--- src/rtl/mlfq_pkg.sv ---
`timescale 1ns / 1ps
package mlfq_pkg;

  localparam int MAX_THREADS = 16;
  localparam int NUM_LEVELS  = 4;

  localparam int OP_W        = 3;
  localparam int ID_W        = $clog2(MAX_THREADS);
  localparam int LEVEL_OUT_W = $clog2(NUM_LEVELS);

  typedef enum logic [OP_W-1:0] {
    OP_CREATE  = 3'd0,
    OP_QUANTUM = 3'd1,
    OP_YIELD   = 3'd2,
    OP_EXIT    = 3'd3,
    OP_BLOCK   = 3'd4,
    OP_WAKE    = 3'd5
  } op_t;

  typedef enum logic [1:0] {
    TS_FREE    = 2'd0,
    TS_READY   = 2'd1,
    TS_BLOCKED = 2'd2
  } tstate_t;

  typedef enum logic [1:0] {
    ST_IDLE,
    ST_UPDATE,
    ST_HOLD
  } ctrl_state_t;

  // Controller to datapath commands
  typedef struct packed {
    logic capture;
    logic commit;
    logic load;
  } dp_cmd_t;

endpackage

--- src/rtl/mlfq_in_if.sv ---
`timescale 1ns / 1ps
interface mlfq_in_if;
  import mlfq_pkg::*;

  logic            valid;
  logic            ready;
  logic [OP_W-1:0] operation;
  logic [ID_W-1:0] thread_id;

  modport source (output valid, output operation, output thread_id, input ready);
  modport sink (input valid, input operation, input thread_id, output ready);
endinterface

--- src/rtl/mlfq_out_if.sv ---
`timescale 1ns / 1ps
interface mlfq_out_if;
  import mlfq_pkg::*;

  logic                   valid;
  logic                   ready;
  logic [ID_W-1:0]        running_id;
  logic                   running_valid;
  logic [LEVEL_OUT_W-1:0] running_level;
  logic                   error;

  modport source (output valid, output running_id, output running_valid,
                  output running_level, output error, input ready);
  modport sink (input valid, input running_id, input running_valid,
                input running_level, input error, output ready);
endinterface

--- src/rtl/mlfq_ctrl.sv ---
`timescale 1ns / 1ps
module mlfq_ctrl (
  input  logic              clk,
  input  logic              rst,
  input  logic              in_valid,
  output logic              in_ready,
  output logic              out_valid,
  input  logic              out_ready,
  output mlfq_pkg::dp_cmd_t ctl
);
  import mlfq_pkg::*;

  ctrl_state_t state, state_next;
  logic        out_free;

  assign out_free = !out_valid || out_ready;

  always_ff @(posedge clk) begin
    if (rst) begin
      state     <= ST_IDLE;
      out_valid <= 1'b0;
    end else begin
      state     <= state_next;
      out_valid <= ctl.load || (out_valid && !out_ready);
    end
  end

  always_comb begin
    state_next  = state;
    in_ready    = 1'b0;
    ctl.capture = 1'b0;
    ctl.commit  = 1'b0;
    ctl.load    = 1'b0;
    unique case (state)
      ST_IDLE: begin
        in_ready = 1'b1;
        if (in_valid) begin
          ctl.capture = 1'b1;
          state_next  = ST_UPDATE;
        end
      end
      ST_UPDATE: begin
        ctl.commit = 1'b1;
        // hold the word if the previous result is still waiting
        if (out_free) begin
          ctl.load   = 1'b1;
          state_next = ST_IDLE;
        end else begin
          state_next = ST_HOLD;
        end
      end
      ST_HOLD: begin
        if (out_free) begin
          ctl.load   = 1'b1;
          state_next = ST_IDLE;
        end
      end
      default: state_next = ST_IDLE;
    endcase
  end
endmodule

--- src/rtl/mlfq_dpath.sv ---
`timescale 1ns / 1ps
module mlfq_dpath (
  input  logic                             clk,
  input  logic                             rst,
  input  mlfq_pkg::dp_cmd_t                ctl,
  input  logic [mlfq_pkg::OP_W-1:0]        operation,
  input  logic [mlfq_pkg::ID_W-1:0]        thread_id,
  output logic [mlfq_pkg::ID_W-1:0]        running_id,
  output logic                             running_valid,
  output logic [mlfq_pkg::LEVEL_OUT_W-1:0] running_level,
  output logic                             error
);
  import mlfq_pkg::*;

  localparam int IW = $clog2(MAX_THREADS);
  localparam int LW = $clog2(NUM_LEVELS);

  logic [IW-1:0] next_link    [MAX_THREADS];
  logic [LW-1:0] thread_level [MAX_THREADS];
  tstate_t       thread_state [MAX_THREADS];

  logic [IW-1:0]         queue_head [NUM_LEVELS];
  logic [IW-1:0]         queue_tail [NUM_LEVELS];
  logic [NUM_LEVELS-1:0] queue_nonempty;
  logic [IW-1:0]         head_next [NUM_LEVELS];
  logic [IW-1:0]         tail_next [NUM_LEVELS];
  logic [NUM_LEVELS-1:0] nonempty_next;

  // event captured at accept
  op_t           op;
  logic [IW-1:0] id;
  logic          refused;
  logic [IW-1:0] cur;
  logic [LW-1:0] cur_level;
  logic [IW-1:0] link_rd;
  logic [LW-1:0] level_rd;

  logic          id_ok;
  logic [IW-1:0] id_in;
  tstate_t       id_state;
  logic          refuse_in;

  logic          pick_valid;
  logic [LW-1:0] pick_level;
  logic [IW-1:0] pick_id;

  logic          do_pop;
  logic          app_en;
  logic [LW-1:0] app_level;
  logic [IW-1:0] app_id;
  logic [LW-1:0] raised;
  logic          link_we;
  logic [IW-1:0] link_addr;
  logic          lvl_we;
  logic [IW-1:0] lvl_addr;
  logic [LW-1:0] lvl_data;
  logic          st_we;
  logic [IW-1:0] st_addr;
  tstate_t       st_data;

  assign id_ok    = 32'(thread_id) < MAX_THREADS;
  assign id_in    = IW'(thread_id);
  assign id_state = thread_state[id_in];

  // Lowest-numbered non-empty queue; next values equal the registers outside commit
  always_comb begin
    pick_valid = 1'b0;
    pick_level = '0;
    for (int l = NUM_LEVELS - 1; l >= 0; l--) begin
      if (nonempty_next[l]) begin
        pick_valid = 1'b1;
        pick_level = LW'(l);
      end
    end
    pick_id = pick_valid ? head_next[pick_level] : '0;
  end

  always_comb begin
    unique case (op_t'(operation))
      OP_CREATE:  refuse_in = !id_ok || (id_state != TS_FREE);
      OP_QUANTUM,
      OP_YIELD,
      OP_EXIT,
      OP_BLOCK:   refuse_in = !pick_valid;
      OP_WAKE:    refuse_in = !id_ok || (id_state != TS_BLOCKED);
      default:    refuse_in = 1'b0;
    endcase
  end

  assign raised = (cur_level == LW'(NUM_LEVELS - 1)) ? cur_level : cur_level + LW'(1);

  always_comb begin
    do_pop    = 1'b0;
    app_en    = 1'b0;
    app_level = cur_level;
    app_id    = cur;
    lvl_we    = 1'b0;
    lvl_addr  = cur;
    lvl_data  = '0;
    st_we     = 1'b0;
    st_addr   = cur;
    st_data   = TS_READY;
    if (ctl.commit && !refused) begin
      unique case (op)
        OP_CREATE: begin
          app_en    = 1'b1;
          app_level = '0;
          app_id    = id;
          lvl_we    = 1'b1;
          lvl_addr  = id;
          st_we     = 1'b1;
          st_addr   = id;
        end
        OP_QUANTUM: begin
          do_pop    = 1'b1;
          app_en    = 1'b1;
          app_level = raised;
          lvl_we    = 1'b1;
          lvl_data  = raised;
        end
        OP_YIELD: begin
          do_pop = 1'b1;
          app_en = 1'b1;
        end
        OP_EXIT: begin
          do_pop  = 1'b1;
          lvl_we  = 1'b1;
          st_we   = 1'b1;
          st_data = TS_FREE;
        end
        OP_BLOCK: begin
          do_pop  = 1'b1;
          st_we   = 1'b1;
          st_data = TS_BLOCKED;
        end
        OP_WAKE: begin
          app_en    = 1'b1;
          app_level = level_rd;
          app_id    = id;
          st_we     = 1'b1;
          st_addr   = id;
        end
        default: ;
      endcase
    end
  end

  // Pop the running thread off its queue, then append
  always_comb begin
    head_next     = queue_head;
    tail_next     = queue_tail;
    nonempty_next = queue_nonempty;
    link_we       = 1'b0;
    link_addr     = '0;
    if (do_pop) begin
      if (queue_head[cur_level] == queue_tail[cur_level]) begin
        nonempty_next[cur_level] = 1'b0;
      end else begin
        head_next[cur_level] = link_rd;
      end
    end
    if (app_en) begin
      if (nonempty_next[app_level]) begin
        link_we   = 1'b1;
        link_addr = tail_next[app_level];
      end else begin
        head_next[app_level]     = app_id;
        nonempty_next[app_level] = 1'b1;
      end
      tail_next[app_level] = app_id;
    end
  end

  always_ff @(posedge clk) begin
    if (rst) begin
      queue_nonempty <= '0;
      for (int l = 0; l < NUM_LEVELS; l++) begin
        queue_head[l] <= '0;
        queue_tail[l] <= '0;
      end
    end else begin
      queue_nonempty <= nonempty_next;
      queue_head     <= head_next;
      queue_tail     <= tail_next;
    end
  end

  always_ff @(posedge clk) begin
    if (rst) begin
      for (int t = 0; t < MAX_THREADS; t++) begin
        thread_state[t] <= TS_FREE;
      end
    end else if (st_we) begin
      thread_state[st_addr] <= st_data;
    end
  end

  always_ff @(posedge clk) begin
    if (link_we) begin
      next_link[link_addr] <= app_id;
    end
    if (ctl.capture) begin
      link_rd <= next_link[pick_id];
    end
  end

  always_ff @(posedge clk) begin
    if (rst) begin
      for (int t = 0; t < MAX_THREADS; t++) begin
        thread_level[t] <= '0;
      end
    end else if (lvl_we) begin
      thread_level[lvl_addr] <= lvl_data;
    end
    if (ctl.capture) begin
      level_rd <= thread_level[id_in];
    end
  end

  always_ff @(posedge clk) begin
    if (ctl.capture) begin
      op        <= op_t'(operation);
      id        <= id_in;
      refused   <= refuse_in;
      cur       <= pick_id;
      cur_level <= pick_level;
    end
  end

  always_ff @(posedge clk) begin
    if (ctl.load) begin
      running_id    <= ID_W'(pick_id);
      running_valid <= pick_valid;
      running_level <= LEVEL_OUT_W'(pick_level);
      error         <= refused;
    end
  end
endmodule

--- src/rtl/mlfq_thread_scheduler.sv ---
`timescale 1ns / 1ps
// Four-level feedback-queue thread scheduler. Each word on cmd is one event
// (create, quantum_expired, yield, exit, block, wake) and gives exactly one
// word on result: the thread that runs next, its queue level, and an error
// flag for refused events. When the result register is free, the accept
// cycle reads the link memory at the running thread, the next cycle commits
// the queue update and loads the result; cmd.ready returns in the cycle after
// that. While a result is not yet taken, the load waits in a hold state until
// result.ready frees the register. No clearing pass after reset.
module mlfq_thread_scheduler (
  input logic       clk,
  input logic       rst,
  mlfq_in_if.sink   cmd,
  mlfq_out_if.source result
);
  import mlfq_pkg::*;

  dp_cmd_t ctl;

  mlfq_ctrl u_ctrl (
    .clk       (clk),
    .rst       (rst),
    .in_valid  (cmd.valid),
    .in_ready  (cmd.ready),
    .out_valid (result.valid),
    .out_ready (result.ready),
    .ctl       (ctl)
  );

  mlfq_dpath u_dpath (
    .clk           (clk),
    .rst           (rst),
    .ctl           (ctl),
    .operation     (cmd.operation),
    .thread_id     (cmd.thread_id),
    .running_id    (result.running_id),
    .running_valid (result.running_valid),
    .running_level (result.running_level),
    .error         (result.error)
  );

`ifndef NO_ASSERTIONS
  a_capture_commits: assert property (@(posedge clk) disable iff (rst)
    ctl.capture |=> ctl.commit)
    else $error("accepted event not committed");

  a_no_accept_in_commit: assert property (@(posedge clk) disable iff (rst)
    ctl.commit |-> !cmd.ready)
    else $error("input ready during commit");

  a_load_shows: assert property (@(posedge clk) disable iff (rst)
    ctl.load |=> result.valid)
    else $error("loaded result not presented");

  a_idle_result_zero: assert property (@(posedge clk) disable iff (rst)
    (result.valid && !result.running_valid) |->
      (result.running_id == '0 && result.running_level == '0))
    else $error("empty schedule with nonzero id or level");
`endif
endmodule
--- src/flat_wrapper.sv ---
// flat-port wrapper written by rule: the top's interface ports become plain ports
module mlfq_thread_scheduler_flat import mlfq_pkg::*;
  (clk, rst, cmd_valid, cmd_operation, cmd_thread_id, cmd_ready, result_valid, result_running_id, result_running_valid, result_running_level, result_error, result_ready);
  mlfq_in_if cmd_i ();
  mlfq_out_if result_i ();
  input logic clk;
  input logic rst;
  input wire logic [$bits(cmd_i.valid)-1:0] cmd_valid;
  input wire logic [$bits(cmd_i.operation)-1:0] cmd_operation;
  input wire logic [$bits(cmd_i.thread_id)-1:0] cmd_thread_id;
  output wire logic [$bits(cmd_i.ready)-1:0] cmd_ready;
  output wire logic [$bits(result_i.valid)-1:0] result_valid;
  output wire logic [$bits(result_i.running_id)-1:0] result_running_id;
  output wire logic [$bits(result_i.running_valid)-1:0] result_running_valid;
  output wire logic [$bits(result_i.running_level)-1:0] result_running_level;
  output wire logic [$bits(result_i.error)-1:0] result_error;
  input wire logic [$bits(result_i.ready)-1:0] result_ready;
  assign cmd_i.valid = cmd_valid;
  assign cmd_i.operation = cmd_operation;
  assign cmd_i.thread_id = cmd_thread_id;
  assign cmd_ready = cmd_i.ready;
  assign result_valid = result_i.valid;
  assign result_running_id = result_i.running_id;
  assign result_running_valid = result_i.running_valid;
  assign result_running_level = result_i.running_level;
  assign result_error = result_i.error;
  assign result_i.ready = result_ready;
  mlfq_thread_scheduler u_core (.clk(clk), .rst(rst), .cmd(cmd_i), .result(result_i));
endmodule
--- config.mk ---
export PLATFORM = sky130hd
export DESIGN_NAME = mlfq_thread_scheduler_flat
export DESIGN_NICKNAME = d
export VERILOG_FILES = /design/src/rtl/mlfq_pkg.sv /design/src/rtl/mlfq_in_if.sv /design/src/rtl/mlfq_out_if.sv /design/src/rtl/mlfq_ctrl.sv /design/src/rtl/mlfq_dpath.sv /design/src/rtl/mlfq_thread_scheduler.sv /design/src/flat_wrapper.sv
export SDC_FILE = /design/constraint.sdc
export NUM_CORES = 1
export LEC_CHECK = 0
export BUFFER_PORTS_ARGS = -buffer_cell sky130_fd_sc_hd__buf_2
export CORE_MARGIN = 5
export CORE_UTILIZATION = 60
export DETAILED_ROUTE_END_ITERATION = 10
export PLACE_DENSITY = 0.77
export SETUP_SLACK_MARGIN = 0.3
export SLEW_MARGIN = 40
export SYNTH_ARGS = -nofsm -noshare
export SYNTH_HDL_FRONTEND = slang
export SYNTH_SLANG_ARGS = --single-unit
export TNS_END_PERCENT = 20
--- constraint.sdc ---
create_clock -name clk -period 5.05 [get_ports clk]
set_clock_uncertainty 0.1 [all_clocks]
set_input_delay 1.01 -clock clk [delete_from_list [all_inputs] [get_ports clk]]
set_output_delay 1.01 -clock clk [all_outputs]
set_load 0.01 [all_outputs]
==> run_results.csv <==
group,metric,value,unit
run_status,outcome,"complete, no violations",
worst_setup_path,required,5150,ps
global_route,grtUsageTotal,25.3,%
placement,portBuffers,20,
synthesis,syn_avg_cell_area,12.0,µm²
power_and_ir_drop,switching_share,24.2,%
clock_network,cts_buffer_depth,2,
worst_setup_path,reg2reg_slack,160,ps
sta,slew_headroom,49.8,%
placement,place.gp.congestion,0.952,
synthesis,synthArstFlopShare,0,%
power_and_ir_drop,switchingPower,0.824,mW
global_route,grt_overflow_total,0,
power_and_ir_drop,comb_power_share,8.7,%
cells_and_area,fillers,1080,
drt,wirelength,23100,µm
clock_network,insertion_delay,430,ps
global_route,met3_usage,4.63,%
sta,fmax,205,MHz
synthesis,ys_seq_area_share,57.4,%
synthesis,synth_edf_count,156,
drt,final_antenna_net_count,0,
worst_setup_path,slowest_stage,"mux4_2",
cells_and_area,areaGrowthSynthToFinish,14.2,%
clock_network,cts_tree,"done",
floorplanning,ioPinCount,21,
power_and_ir_drop,internal_power,2.58,mW
synthesis,yosysWarnings,0,
power_and_ir_drop,power,3.41,mW
sta,finalSetupTns,0,ps
synthesis,netlist_area,0.00951,mm²
cells_and_area,finalNonFillerCells,1075,
worst_setup_path,cp_num_buf_inv,2,
worst_setup_path,crit_type,"reg2reg",
drt,drc,0,
worst_setup_path,crit_fanout,14,
sta,worst_slew_pin_slew,751,ps
floorplanning,dieArea,0.0185,mm²
cells_and_area,nNetsFinal,860,
synthesis,synth_ff_type,"edfxtp_1",
drt,wire_per_inst,21.5,µm
clock_network,clock-root-buffer,"clkbuf_16",
global_route,grtUsageMet1,33.2,%
global_route,grt_busiest_layer,"met2",
placement,place_ws,29.7,ps
clock_network,cts_buffers,17,
floorplanning,fp.dieW,136,µm
synthesis,synth_cell_types,61,
drt,via_count,6734,
sta,period_minus_slack,4890,ps
worst_setup_path,cp-end-kind,"flip-flop",
cells_and_area,antenna_cells,0,
power_and_ir_drop,leakage,3.84,nW
sta,finalSetupViolCount,0,
synthesis,synth_cells,795,
sta,rsz0062_at_grt,"yes",
power_and_ir_drop,p_seq_share,52.8,%
global_route,grt_pass1_wl,35300,µm
drt,avgViaCountPerCell,6.26,
floorplanning,core_area,0.0157,mm²
floorplanning,die_y,136,µm
worst_hold_path,hold_class,"reg2reg",
worst_setup_path,cp_cell_sequence,"buf_12 -> mux4_2 -> xnor2_2 -> nand4_4 -> or3_4 -> a32o_4 -> nor3_4 -> o221ai_2 -> a21boi_4 -> buf_4 -> mux4_2 -> nor2_4 -> a211o_1 -> a211o_1 -> and4_1",
global_route,use_met2,43.1,%
clock_network,clk_pin_slew,70,ps
global_route,grt_max_degree,54,
run,drv_cap,0,
power_and_ir_drop,ir_drop,0.466,mV
power_and_ir_drop,powerDensity,313,mW/mm²
clock_network,htree_levels,4,
placement,hpwl,15700,µm
worst_setup_path,startpoint_type,"flip-flop",
cells_and_area,fin_util,69.2,%
drt,drtIter0Drc,751,
sta,post-route-period-util,96.8,%
power_and_ir_drop,p_clk_share,38.6,%
sta,finalMaxSlewViolations,0,
sta,setup_slack,161,ps
synthesis,synth_seq_cells,195,
worst_setup_path,critPathMaxStageDelay,560,ps
sta,finalHoldViolCount,0,
cells_and_area,drive_above_1_share,22.0,%
floorplanning,rows,46,
global_route,antenna_found_initial,0,
clock_network,clock_sinks,195,
placement,placed_cells,1024,
floorplanning,start_util,60.6,%
worst_setup_path,cp_top_family,"compound AO/OA/AOI/OAI gates",
global_route,grt_pass1_vias,6588,
worst_setup_path,critPathArrivalTime,4980,ps
synthesis,synthesis.nets,809,
drt,drt_pre_antenna_iters,5,
-- placed cells by master (no fill, tap or decap), types with 17 or more instances in the layout --
cell type / n
a211oi_1: 21
edfxtp_1: 156
dfxtp_1: 39
o21ai_0: 18
mux2i_1: 37
mux4_2: 30
nand2b_1: 40
a21oi_1: 27
buf_2: 21
clkbuf_16: 17
buf_4: 46
nand2_1: 70
nor2_1: 143
-- layer usage --
| layer | vias up | part of all wire, % |
|---|---|---|
| met5 | - | 0 |
| met4 | 0 | 2.2 |
| met3 | 49 | 7.6 |
| met2 | 337 | 50 |
| met1 | 3309 | 40 |
| li1 | 3039 | - |
-- stage by stage --
| step | hold slack (ps) | area, µm² |
|---|---|---|
| 3_5_place_dp | 360 | 9940 |
| 6_report | 395 | 10900 |
| 2_1_floorplan | 341 | 9510 |
| 5_1_grt | 410 | 10900 |
| 4_1_cts | 388 | 10700 |
| 3_3_place_gp | 361 | 9930 |
-- synthesized netlist by cell type (all sizes together), types with 12 or more instances --
| cell | count | area share [%] |
|---|---|---|
| mux2 | 13 | 1.6 |
| a211oi | 26 | 2.1 |
| inv | 17 | 0.67 |
| mux2i | 43 | 4.5 |
| mux4 | 30 | 7.2 |
| nand2 | 72 | 2.9 |
| buf | 12 | 1.1 |
| a21oi | 28 | 1.5 |
| a211o | 12 | 1.1 |
| clkbuf | 27 | 1.1 |
| nor3 | 14 | 1.1 |
| dfxtp | 39 | 8.2 |
| edfxtp | 156 | 49 |
| nor2b | 14 | 0.92 |
| o21ai | 19 | 1.0 |
| nand2b | 40 | 2.6 |
| nor2 | 144 | 5.8 |
-- logic make-up (layout without fill, tap and decap cells) --
| family | count (synthesis) | in the layout | synth area share [%] |
|---|---|---|---|
| simple gates | 332 | 332 | 16.5 |
| xor+xnor | 5 | 5 | 0.460 |
| flops | 195 | 195 | 57.4 |
| fa+ha+maj | 3 | 3 | 0.395 |
| compound gates | 118 | 118 | 8.97 |
| mux | 86 | 88 | 13.3 |
| buf+inv | 56 | 118 | 2.87 |
-- sequential cells by signal, summed over array words and instances (netlist names) --
name and flops:
u_core.u_dpath.level_rd 2, u_core.u_dpath.cur_level 2, u_core.u_dpath.running_valid 1, u_core.u_dpath.id 4, u_core.u_dpath.queue_tail 16, u_core.u_dpath.cur 4
u_core.u_dpath.thread_level 32, u_core.u_ctrl.out_valid 1, u_core.u_dpath.queue_nonempty 4, u_core.u_dpath.error 1, u_core.u_dpath.running_id 4, u_core.u_dpath.thread_state 32
u_core.u_ctrl.state 2, u_core.u_dpath.op 3, u_core.u_dpath.next_link 64, u_core.u_dpath.link_rd 4, u_core.u_dpath.running_level 2, u_core.u_dpath.refused 1
u_core.u_dpath.queue_head 16
-- power groups by stage --
stage,sequential (mW),combinational [mW],clock [mW]
floorplan,1.82,0.179,0
global placement,1.83,0.253,0
detailed placement,1.83,0.260,0
CTS,1.80,0.277,1.32
global route,1.80,0.314,1.40
finish,1.80,0.296,1.31
-- what timing repair did --
action	4_1_cts	5_1_grt
hold buffers	0	0
setup endpoints to repair	4	4
buffers inserted	10	7
gates resized for setup	22	17
gates cloned	1	1
pin swaps	5	11
-- layout make-up --
type,instances,area [µm²],area share [%]
Sequential cell,195,5470,50.3
Inverter,17,63.8,0.587
Tap cell,216,270,2.49
Multi-Input combinational cell,546,4010,36.9
Clock buffer,17,425,3.92
Clock inverter,15,150,1.38
Timing Repair Buffer,69,482,4.43
-- path summary, 6_finish.rpt --
path,startpoint,end,depth (start not counted)
worst max-delay path,u_core.u_dpath.cur_level[0],u_core.u_dpath.link_rd[0],15
worst min-delay path,u_core.u_dpath.refused,u_core.u_dpath.error,0
worst max register to register,u_core.u_dpath.cur_level[0],u_core.u_dpath.link_rd[0],15
worst min register to register,u_core.u_dpath.refused,u_core.u_dpath.error,0
Note: power is estimated with default switching activity, not from simulation.
